`src/rtl/rmsn_pkg.sv`:
```
package rmsn_pkg;

  localparam int unsigned SUM_W = 38;
  localparam int unsigned EPS_W = 32;
  localparam logic [EPS_W-1:0] EPS_DEFAULT = 32'd168;

  // Configuration register indexes.
  localparam logic CFG_USE_GAIN = 1'b0;
  localparam logic CFG_EPSILON  = 1'b1;

  typedef struct packed {
    logic load;
    logic clr_sum;
    logic div_init_mean;
    logic div_init_inv;
    logic div_step;
    logic sqrt_init;
    logic sqrt_step;
    logic rd_en;
    logic rd_last;
  } rmsn_cmd_t;

endpackage

```
`src/rtl/rmsn_ctrl.sv`:
```
module rmsn_ctrl #(
  parameter int unsigned MAX_LEN = 64,
  parameter int unsigned AW      = 6,
  parameter int unsigned CW      = 7
) (
  input  logic                clk_i,
  input  logic                rst_ni,
  input  logic                start,
  input  logic                last_in_i,
  input  logic                emit_done_i,
  output logic                busy,
  output rmsn_pkg::rmsn_cmd_t cmd_o,
  output logic [AW-1:0]       addr_o,
  output logic [CW-1:0]       cnt_o
);
  import rmsn_pkg::*;

  localparam logic [2:0] ST_IDLE  = 3'd0;
  localparam logic [2:0] ST_MINIT = 3'd1;
  localparam logic [2:0] ST_DIVM  = 3'd2;
  localparam logic [2:0] ST_DIVI  = 3'd3;
  localparam logic [2:0] ST_SQRT  = 3'd4;
  localparam logic [2:0] ST_EMIT  = 3'd5;
  localparam logic [2:0] ST_DRAIN = 3'd6;

  logic [2:0]    state_q, state_d;
  logic [CW-1:0] cnt_q, cnt_d;
  logic [CW-1:0] idx_q, idx_d;
  logic [5:0]    step_q, step_d;
  logic          room;

  assign room = cnt_q < CW'(MAX_LEN);

  always_comb begin
    state_d = state_q;
    cnt_d   = cnt_q;
    idx_d   = idx_q;
    step_d  = step_q;
    cmd_o   = '0;
    addr_o  = cnt_q[AW-1:0];
    unique case (state_q)
      ST_IDLE: begin
        if (start) begin
          // Elements beyond the store depth are dropped but still may close the vector.
          if (room) begin
            cmd_o.load = 1'b1;
            cnt_d      = cnt_q + 1'b1;
          end
          if (last_in_i) begin
            if (cnt_d == '0) begin
              cmd_o.clr_sum = 1'b1;
            end else begin
              state_d = ST_MINIT;
            end
          end
        end
      end
      ST_MINIT: begin
        cmd_o.div_init_mean = 1'b1;
        step_d  = '0;
        state_d = ST_DIVM;
      end
      ST_DIVM: begin
        cmd_o.div_step = 1'b1;
        step_d = step_q + 1'b1;
        if (step_q == '1) begin
          state_d = ST_DIVI;
        end
      end
      ST_DIVI: begin
        // The first cycle seeds the inverse division from the mean.
        if (step_q == '0 && idx_q == '0) begin
          cmd_o.div_init_inv = 1'b1;
          idx_d = CW'(1);
        end else begin
          cmd_o.div_step = 1'b1;
          step_d = step_q + 1'b1;
          if (step_q == '1) begin
            cmd_o.div_step = 1'b1;
            state_d = ST_SQRT;
            idx_d   = '0;
          end
        end
      end
      ST_SQRT: begin
        if (idx_q == '0) begin
          cmd_o.sqrt_init = 1'b1;
          idx_d  = CW'(1);
          step_d = '0;
        end else begin
          cmd_o.sqrt_step = 1'b1;
          step_d = step_q + 1'b1;
          if (step_q == 6'd31) begin
            state_d = ST_EMIT;
            idx_d   = '0;
          end
        end
      end
      ST_EMIT: begin
        cmd_o.rd_en   = 1'b1;
        addr_o        = idx_q[AW-1:0];
        idx_d         = idx_q + 1'b1;
        if (idx_d == cnt_q) begin
          cmd_o.rd_last = 1'b1;
          state_d       = ST_DRAIN;
        end
      end
      ST_DRAIN: begin
        if (emit_done_i) begin
          cmd_o.clr_sum = 1'b1;
          cnt_d   = '0;
          idx_d   = '0;
          state_d = ST_IDLE;
        end
      end
      default: begin
        state_d = ST_IDLE;
      end
    endcase
  end

  always_ff @(posedge clk_i or negedge rst_ni) begin
    if (!rst_ni) begin
      state_q <= ST_IDLE;
      cnt_q   <= '0;
      idx_q   <= '0;
      step_q  <= '0;
    end else begin
      state_q <= state_d;
      cnt_q   <= cnt_d;
      idx_q   <= idx_d;
      step_q  <= step_d;
    end
  end

  assign busy  = state_q != ST_IDLE;
  assign cnt_o = cnt_q;

endmodule

```
`config.mk`:
```
export PLATFORM = sky130hd
export DESIGN_NAME = rmsn_ctrl
export DESIGN_NICKNAME = d
export VERILOG_FILES = /design/src/rtl/rmsn_pkg.sv /design/src/rtl/rmsn_ctrl.sv
export SDC_FILE = /design/constraint.sdc
export NUM_CORES = 1
export LEC_CHECK = 0
export BUFFER_PORTS_ARGS = -buffer_cell sky130_fd_sc_hd__buf_2
export CAP_MARGIN = 20
export CORE_ASPECT_RATIO = 0.7
export CORE_MARGIN = 5
export CORE_UTILIZATION = 50
export CTS_CLUSTER_SIZE = 28
export DETAILED_ROUTE_END_ITERATION = 6
export HOLD_SLACK_MARGIN = 0.03
export PLACE_DENSITY = 0.71
export SLEW_MARGIN = 30
export SYNTH_ARGS = -nofsm -noshare
export SYNTH_HDL_FRONTEND = slang
export SYNTH_SLANG_ARGS = --single-unit
```
`constraint.sdc`:
```
create_clock -name clk_i -period 4.15 [get_ports clk_i]
set_input_delay 0.415 -clock clk_i [delete_from_list [all_inputs] [get_ports clk_i]]
set_output_delay 0.415 -clock clk_i [all_outputs]
set_load 0.05 [all_outputs]
```
==> metrics.cfg, run 1 <==
[finish]
diodes=0
ff_latch_area_um2=575.6
final_cell_area_mm2=0.002102
layout.nets=273
area_growth_pct=9.948
multiInputGateArea_mm2=0.001215
drive_above_1_share=0.1603
fillCellCount=343

[synthesis]
ys.warnings.count=0
synth_top_family_by_area=simple AND/OR/NAND/NOR gates
synth_compound_area_frac=0.2683
synth_common_cells=nand2_1 (27), dfrtp_1 (23), o21ai_0 (16)
synth_nets=253
yosysTopAreaCell=dfrtp_1
syn_avg_cell_area_um2=7.868
yosysMostFrequentCell=nand2_1
synth_xor_area_frac=0.03207
synth_edf_count=0
yosys.area_share.simple=0.2860
ys_seq_elements=23
synth_area_mm2=0.001912
synth_ff_type=dfrtp_1
synth.mux.area_fraction=0.01636
synth_seq_area_share=0.3010
synth-adder-area-share=0.03272
synth.distinct_cells=58
syn_inst=243
ys_async_sr_fraction=1.000
yosysTopAreaCellShare=0.3010
yosys-top-cells-area=dfrtp_1 (30%), nand2_1 (5.3%), o21ai_0 (4.2%)

[critical_path]
crit_fanout=7
critPathArrivalTime_ns=2.64
r2r_start=idx_q[0]
cp-startpoint=idx_q[0]
path_class=reg -> out
endpoint_kind=output pin
r2r_cells=7
cp.required_ns=3.73
start_kind=flop

[min_path]
hp-class=in -> async

[placed_design]
place_area_mm2=0.002056
routabilityCongestion=0.9381
hpwl_um=3873
port_buffers=27

[sta]
slew_violations=0
tightest_slew_ns=0.5782
min_period_ns=3.056
clock.fmax_mhz=327.2
finalSetupTns_ns=0
rsz0062_at_grt=false
finalCritPeriodShare=0.7365
setup_viol=0
finClkSkew_ns=0.008658
hold_violations=0
slew_headroom=0.6135

[clock_network]
postCtsHoldBufs=0
post_cts_resize_count=0
clock_latency_ns=0.27
cts-htree-levels=1
cts_setup_buffers=0
clock_tree.root_cell=clkbuf_8
cts.sinks=23
path_clk_slew_ns=0.09
cts_buffer_depth=2
cts_made_buffers=3
tritoncts=yes

[pwr]
powerDensity_mw_per_mm2=177.7
p_total_mw=0.3735
leakage_nw=0.9848
ir_drop_uv=141.0

[floorplanning]
die-area_mm2=0.005180
fp.dieH_um=61.74
design.core.area_mm2=0.003603
die_w_um=83.91
io_pins=28
rows=18
start_util=0.5306

[route]
vias=1928
drc=0
vias_per_cell=6.179
ant_nets=0
wl_per_cell_um=16.38
drt_first_pass_iters=5
drt_wl_total_um=5111
initialDrtViolationCount=188

[grt]
grt.overflow.total=0
grt_max_degree=24
track_usage=0.2068
grt_pass1_vias=1643
grt_pass1_wl_um=8452
antenna_found_initial=0

[flow_run]
drv_cap=0

[status]
status=finished clean

state kept, by name, indices dropped and copies added (netlist names):
name / flops
state_q: 3
idx_q: 7
cnt_o: 7
step_q: 6
where the power goes:
group | leakage (nW) | internal, mW | switching (mW)
Combinational | 0.699 | 0.00191 | 0.00687
Clock | 0.0255 | 0.0670 | 0.0738
Sequential | 0.260 | 0.224 | 0
Total | 0.985 | 0.293 | 0.0807
cell type report:
| cell class | instances | share of cell area |
|---|---|---|
| clock buffer | 3 | 0.01964 |
| clock inverter | 1 | 0.002381 |
| inverter | 18 | 0.03214 |
| multi-input combinational | 190 | 0.5780 |
| sequential | 23 | 0.2738 |
| tap | 50 | 0.02976 |
| timing repair buffer | 27 | 0.06429 |
through the flow:
stage	hold slack, ns	utilization	setup slack, ns	instances
after floorplan	0.1194	-	0.9547	243
after global placement	0.4262	0.5705	1.445	308
after detailed placement	0.4223	0.5705	1.388	308
after CTS	0.1304	0.5833	1.090	312
after global routing	0.1577	0.5833	0.9361	312
final	0.1159	0.5833	1.094	312
critical path: stages (launching register included):
cell      delay [ns]
dfrtp_1         0.46
inv_1           0.10
ha_1            0.33
xor2_1          0.16
a211oi_1        0.25
nand3_1         0.11
or4b_1          0.57
nor2_1          0.12
buf_2           0.29
metal layers:
layer,vias to the layer above,routed length [µm],global-route usage
li1,942,-,-
met1,885,2647,0.3358
met2,97,1999,0.2877
met3,4,437,0.03689
met4,0,27,0.02982
met5,-,0,0
path summary, 6_finish.rpt:
check | endpoint | slack, ns
setup / recovery | cmd_o[0] | 1.09
hold / removal | step_q[2] | 0.12
setup reg to reg | idx_q[0] | 1.77
hold reg to reg | step_q[0] | 0.54
max in group asynchronous | idx_q[2] | 3.67
min in group clk_i | cnt_o[4] | 0.50
cell families (layout without fill, tap and decap cells):
logic type / after synthesis / count (layout)
buffers and inverters: 30 / 49
XOR/XNOR: 7 / 7
AND/OR/NAND/NOR: 99 / 99
multiplexers: 3 / 3
flip-flops: 23 / 23
AO/OA/AOI/OAI: 76 / 76
adder cells (fa/ha/maj): 5 / 5
cell usage in the layout (no fill, tap or decap), drive strengths merged, types with 7 or more instances in the layout:
cell    netlist  routed
a21oi        11      11
buf           5      27
dfrtp        23      23
inv          18      18
nand2        27      27
nand3        16      16
nor2         14      14
nor3          7       7
o211ai        7       7
o21ai        25      25
No activity file was read; power rests on OpenSTA's default activity.
==> run 2, diff against run 1 <==
- clock period: 4.15 -> 3.1 ns (I/O delays scaled with it)
==> run 2 against run 1 <==
Compared with the run above:
- via count grew 0.36%
- core utilization grew 0.97 points
- critical path depth did not move
- design area up 1.7%
- count of clock-buffer cells in the layout stayed put
- wire length rose by 2.0%
- worst hold slack got worse by 0.10 ns
- critical path type unchanged
- clock power is 42% higher
- die area stayed put
- setup slack got worse by 0.91 ns
- register-to-register slack lost 1.0 ns
==> metrics.cfg, run 2 (same netlist as run 1, synthesis figures left out) <==
[pwr]
p_sw_frac=0.2320  ; +0.01600
ir_drop_uv=156.1  ; +11%
p_int_mw=0.3935  ; +34%
power_frac_seq=0.585  ; -0.014
pwr-share-comb=0.024  ; about the same
leakage_nw=0.9938  ; +0.92%
p_total_mw=0.5124  ; +37%
p_switching_mw=0.1189  ; +47%
pwr-share-clk=0.391  ; +0.014
powerDensity_mw_per_mm2=239.8  ; +35%

[placed_design]
port_buffers=27  ; unchanged
routabilityCongestion=0.9079  ; -3.2%
hpwl_um=3925  ; +1.3%
dp_cells=311  ; +0.97%

[route]
vias=1935  ; +0.36%
drc=0  ; unchanged
wl_per_cell_um=16.55  ; +1.0%
vias_per_cell=6.143  ; -0.59%
ant_nets=0  ; unchanged
drt_first_pass_iters=5  ; unchanged
initialDrtViolationCount=215  ; +14%
drt_wl_total_um=5214  ; +2.0%

[finish]
final_common_cell=nand2_1
drive_above_1_share=0.1774  ; +0.01705
area_growth_pct=11.78
mostFrequentLayoutCells=nand2_1 (27), buf_2 (26), dfrtp_1 (22), o21ai_0 (16)
final-instance-count-excl-fill=315  ; +0.96%
layout.nets=276  ; +1.1%
diodes=0  ; unchanged

[critical_path]
r2r_cells=7  ; unchanged
critPathArrivalTime_ns=2.61  ; -0.03 ns
endpoint_kind=output pin
crit_fanout=7  ; unchanged
cp.required_ns=2.79  ; -0.94 ns
crit_path_end=cmd_o[0]
rrSetupSlack_ns=0.76  ; -1.01 ns
path_class=reg -> out
r2r-end=idx_q[0]
cp-startpoint=idx_q[0]
r2r_start=idx_q[0]
start_kind=flop

[status]
status=finished clean

[min_path]
hp-class=in -> async

[clock_network]
cts_made_buffers=3  ; unchanged
path_clk_slew_ns=0.10  ; about the same
cts.sinks=23  ; unchanged
clock_latency_ns=0.28  ; about the same
tritoncts=yes
cts_buffer_depth=2  ; unchanged
cts-htree-levels=1  ; unchanged
clock_tree.root_cell=clkbuf_8
postCtsHoldBufs=0  ; unchanged

[floorplanning]
fp.dieH_um=61.74  ; unchanged
io_pins=28  ; unchanged
rows=18  ; unchanged
start_util=0.5306  ; unchanged
die_w_um=83.91  ; unchanged
die-area_mm2=0.005180  ; unchanged
design.core.area_mm2=0.003603  ; unchanged

[sta]
hold_violations=0  ; unchanged
tightest_slew_ns=0.5837  ; +0.005473 ns
slew_violations=0  ; unchanged
clock.fmax_mhz=342.8
finalCritPeriodShare=0.9409
setup_viol=0  ; unchanged
finalSetupTns_ns=0  ; unchanged
rsz0062_at_grt=false
min_period_ns=2.917
slew_headroom=0.6098  ; -0.003659
whs_ns=0.01224  ; -0.1036 ns
finClkSkew_ns=0.01130  ; +0.002643 ns

[grt]
grt_pass1_wl_um=8411  ; -0.49%
antenna_found_initial=0  ; unchanged
grt_pass1_vias=1678  ; +2.1%
grt_max_degree=24  ; unchanged
grt.overflow.total=0  ; unchanged
track_usage=0.2065  ; -0.0003539

[flow_run]
drv_cap=0  ; unchanged

## run 2: how the worst min path moves through the flow
stage / end / slack (ns) / cells past startpoint
floorplan: cnt_o[0] / 0.01 / 0
global placement: step_q[0] / 0.33 / 1
detailed placement: cnt_o[6] / 0.34 / 1
CTS: step_q[0] / 0.03 / 1
global route: step_q[2] / 0.05 / 1
finish: step_q[0] / 0.01 / 1
## run 2: layer usage
layer	wire (µm)	global-route usage	vias up
met2	2013	0.2911	80
met4	21	0.02294	0
met1	2703	0.3249	903
met5	0	0	-
li1	-	-	948
met3	474	0.05270	4
## run 2: critical path: stages (launching register included)
cell and delay [ns]:
dfrtp_2 0.43, inv_1 0.08, ha_1 0.32, xor2_1 0.16
a211oi_1 0.28, nand3_1 0.11, or4b_1 0.56, nor2_1 0.12
clkbuf_4 0.26
## run 2: layout make-up
type                       count  area (µm²)
inverter                      18       67.56
clock inverter                 1       7.507
multi-input combinational    190        1221
clock buffer                   3       41.29
tap                           50       62.56
sequential                    23       576.8
timing repair buffer          30       160.2
fill                         352        1466
## run 2: per-stage QoR
| step | utilization | area [µm²] | setup WS (ns) |
|---|---|---|---|
| 2_1_floorplan | - | 1918 | 0.3043 |
| 3_3_place_gp | 0.5785 | 2085 | 0.5169 |
| 3_5_place_dp | 0.5785 | 2085 | 0.4140 |
| 4_1_cts | 0.5920 | 2133 | 0.09309 |
| 5_1_grt | 0.5931 | 2137 | 0.05089 |
| 6_report | 0.5931 | 2137 | 0.1831 |
## run 2: power groups by stage
stage               clock (mW)  sequential (mW)  combinational (mW)
finish                   0.200            0.300              0.0122
global route             0.218            0.300              0.0142
CTS                      0.202            0.300              0.0127
detailed placement           0            0.306              0.0126
global placement             0            0.306              0.0126
floorplan                    0            0.306             0.00141
## run 2: timing repair
item                       in CTS  in global routing
setup buffers                   0                  0
setup endpoints to repair       0                  1
resized for setup               0                  2
==> run 3, diff against run 2 <==
- ABC_AREA: default -> 1
- CORE_UTILIZATION: 50 -> 55
- PLACE_DENSITY: 0.71 -> 0.77
- RECOVER_POWER: default -> 100
==> run 3 against run 2 <==
Compared with the run above:
- sequential power up 70%
- power grew to 4.1 times the previous value
- clock skew shrank 0.0014 ns
- count of clock-buffer cells in the layout unchanged
- die area is 10% lower
- sequential share of layout area is 1.6 points higher
- register-to-register slack improved by 0.38 ns
==> metrics.cfg, run 3 <==
[status]
status=finished clean

[synthesis]
ys_seq_elements=23  ; unchanged
synth.distinct_cells=26  ; -55%
synth_ff_type=dfrtp_1
yosysMostFrequentCell=nand2_1
synth_seq_area_share=0.3104  ; +0.009344
synth_edf_count=0  ; unchanged
ys_async_sr_fraction=1.000  ; unchanged
yosysTopAreaCellShare=0.3104  ; +0.009344
yosys-top-cells-area=dfrtp_1 (31%), nand2_1 (17%), nand3_1 (8.6%)
synth_nets=297  ; +17%
yosysTopAreaCell=dfrtp_1
synth_common_cells=nand2_1 (83), inv_1 (40), nand3_1 (32)
ys.warnings.count=0  ; unchanged
syn_inst=287  ; +18%
syn_avg_cell_area_um2=6.461  ; -18%
synth_area_mm2=0.001854  ; -3.0%

[pwr]
powerDensity_mw_per_mm2=1041  ; +330%
p_total_mw=2.099  ; +310%
ir_drop_uv=739.4  ; +370%
leakage_nw=1.032  ; +3.9%

[finish]
multiInputGateArea_mm2=0.001070  ; -12%
final_common_cell=nand2_1
finish.utilization=0.6318  ; +0.03871
area_growth_pct=8.704
mostFrequentLayoutCells=nand2_1 (87), inv_1 (41), nand3_1 (33), dfrtp_1 (23)
drive_above_1_share=0.09236  ; -0.08500
final-instance-count-excl-fill=352  ; +12%
diodes=0  ; unchanged
ff_latch_area_um2=575.6  ; -0.22%
fillCellCount=328  ; -6.8%
layout.nets=325  ; +18%
final_cell_area_mm2=0.002016  ; -5.7%

[floorplanning]
die-area_mm2=0.004651  ; -10%
rows=17  ; -1
fp.dieH_um=58.58  ; -5.1%
design.core.area_mm2=0.003191  ; -11%
start_util=0.5812  ; +0.05062
die_w_um=79.40  ; -5.4%
io_pins=28  ; unchanged

[sta]
slew_headroom=0.1278  ; -0.4820
tightest_slew_ns=1.308  ; +0.7247 ns
rsz0062_at_grt=false
min_period_ns=2.630  ; -0.2868 ns
clock.fmax_mhz=380.2  ; +11%
finalSetupTns_ns=0  ; unchanged
finClkSkew_ns=0.009916  ; -0.001386 ns
slew_violations=0  ; unchanged
setup_viol=0  ; unchanged
hold_violations=0  ; unchanged
finalCritPeriodShare=0.8484  ; -0.09251

[grt]
grt.overflow.total=0  ; unchanged
antenna_found_initial=0  ; unchanged
grt_pass1_vias=1671  ; -0.42%
grt_pass1_wl_um=7893  ; -6.2%
grt_max_degree=24  ; unchanged
track_usage=0.2120  ; +0.005510

[critical_path]
start_kind=flop
cp.required_ns=2.79  ; about the same
crit_fanout=6  ; -1
endpoint_kind=output pin
critPathArrivalTime_ns=2.32  ; -0.29 ns
path_class=reg -> out

[route]
drt_wl_total_um=4603  ; -12%
initialDrtViolationCount=145  ; -33%
drt_first_pass_iters=4  ; -1
drc=0  ; unchanged
ant_nets=0  ; unchanged
wl_per_cell_um=13.08  ; -21%
vias_per_cell=5.494  ; -11%
vias=1934  ; -0.052%

[flow_run]
drv_cap=0  ; unchanged

[placed_design]
dp_cells=348  ; +12%
place_area_mm2=0.002018  ; -3.2%
routabilityCongestion=0.9598  ; +5.7%
hpwl_um=3624  ; -7.7%
port_buffers=27  ; unchanged

[clock_network]
cts_made_buffers=3  ; unchanged
clock_latency_ns=0.27  ; about the same
post_cts_resize_count=0  ; unchanged
cts.sinks=23  ; unchanged
path_clk_slew_ns=0.09  ; about the same
postCtsHoldBufs=0  ; unchanged
cts_buffer_depth=2  ; unchanged
cts-htree-levels=1  ; unchanged
tritoncts=yes
clock_tree.root_cell=clkbuf_8
cts_setup_buffers=0  ; unchanged

[min_path]
hp-class=in -> async

[run 3: stage by stage]
stage	hold WS [ns]	setup WS, ns
6_report	0.3090	0.4699
5_1_grt	0.3459	0.3486
4_1_cts	0.03647	0.6426
3_5_place_dp	0.3342	0.9626
3_3_place_gp	0.3347	0.9955
2_1_floorplan	0.01441	0.08555
[run 3: metal layers]
metal  share of wire  GRT usage  routed length, µm
met4          0.0063    0.03922                 29
met2            0.42     0.3058               1932
met3           0.055    0.03976                251
met1            0.52     0.3292               2389
met5               0          0                  0
[run 3: critical path, stage by stage, from the launching register on]
cell and delay, ns:
dfrtp_1 0.46, ha_1 0.31, o21ai_0 0.21, nand2_1 0.08, nor2_1 0.11, nand2_1 0.08, nor2_2 0.16, o211ai_1 0.12
nand2_1 0.07, clkbuf_1 0.46
[run 3: cell type report]
type,instances,area share
multi-input combinational,215,0.5307
sequential,23,0.2855
inverter,45,0.08380
timing repair buffer,27,0.05338
tap,38,0.02359
clock buffer,3,0.02048
clock inverter,1,0.002483
[run 3: final timing paths]
check	endpoint	slack, ns	depth (start not counted)	startpoint
max	cmd_o[7]	0.47	9	cnt_o[0]
min	idx_q[4]	0.31	1	rst_ni
max reg2reg	state_q[2]	1.14	12	idx_q[0]
min reg2reg	idx_q[4]	0.57	2	idx_q[4]
max in group asynchronous	cnt_o[0]	2.01	1	rst_ni
min in group clk_i	cnt_o[0]	0.35	3	start
[run 3: report_power, final]
part | switching, mW | total (mW) | leakage, nW | internal (mW)
combinational | 1.06 | 1.40 | 0.698 | 0.342
clock | 0.0982 | 0.188 | 0.0255 | 0.0898
sequential | 0.130 | 0.511 | 0.308 | 0.382
[run 3: cell families after synthesis]
kind of cell	after synthesis	synth area share
flip-flops	23	0.3104
adder cells (fa/ha/maj)	5	0.03374
AND/OR/NAND/NOR	164	0.4049
buffers and inverters	49	0.1012
AO/OA/AOI/OAI	38	0.1120
XOR/XNOR	8	0.03779
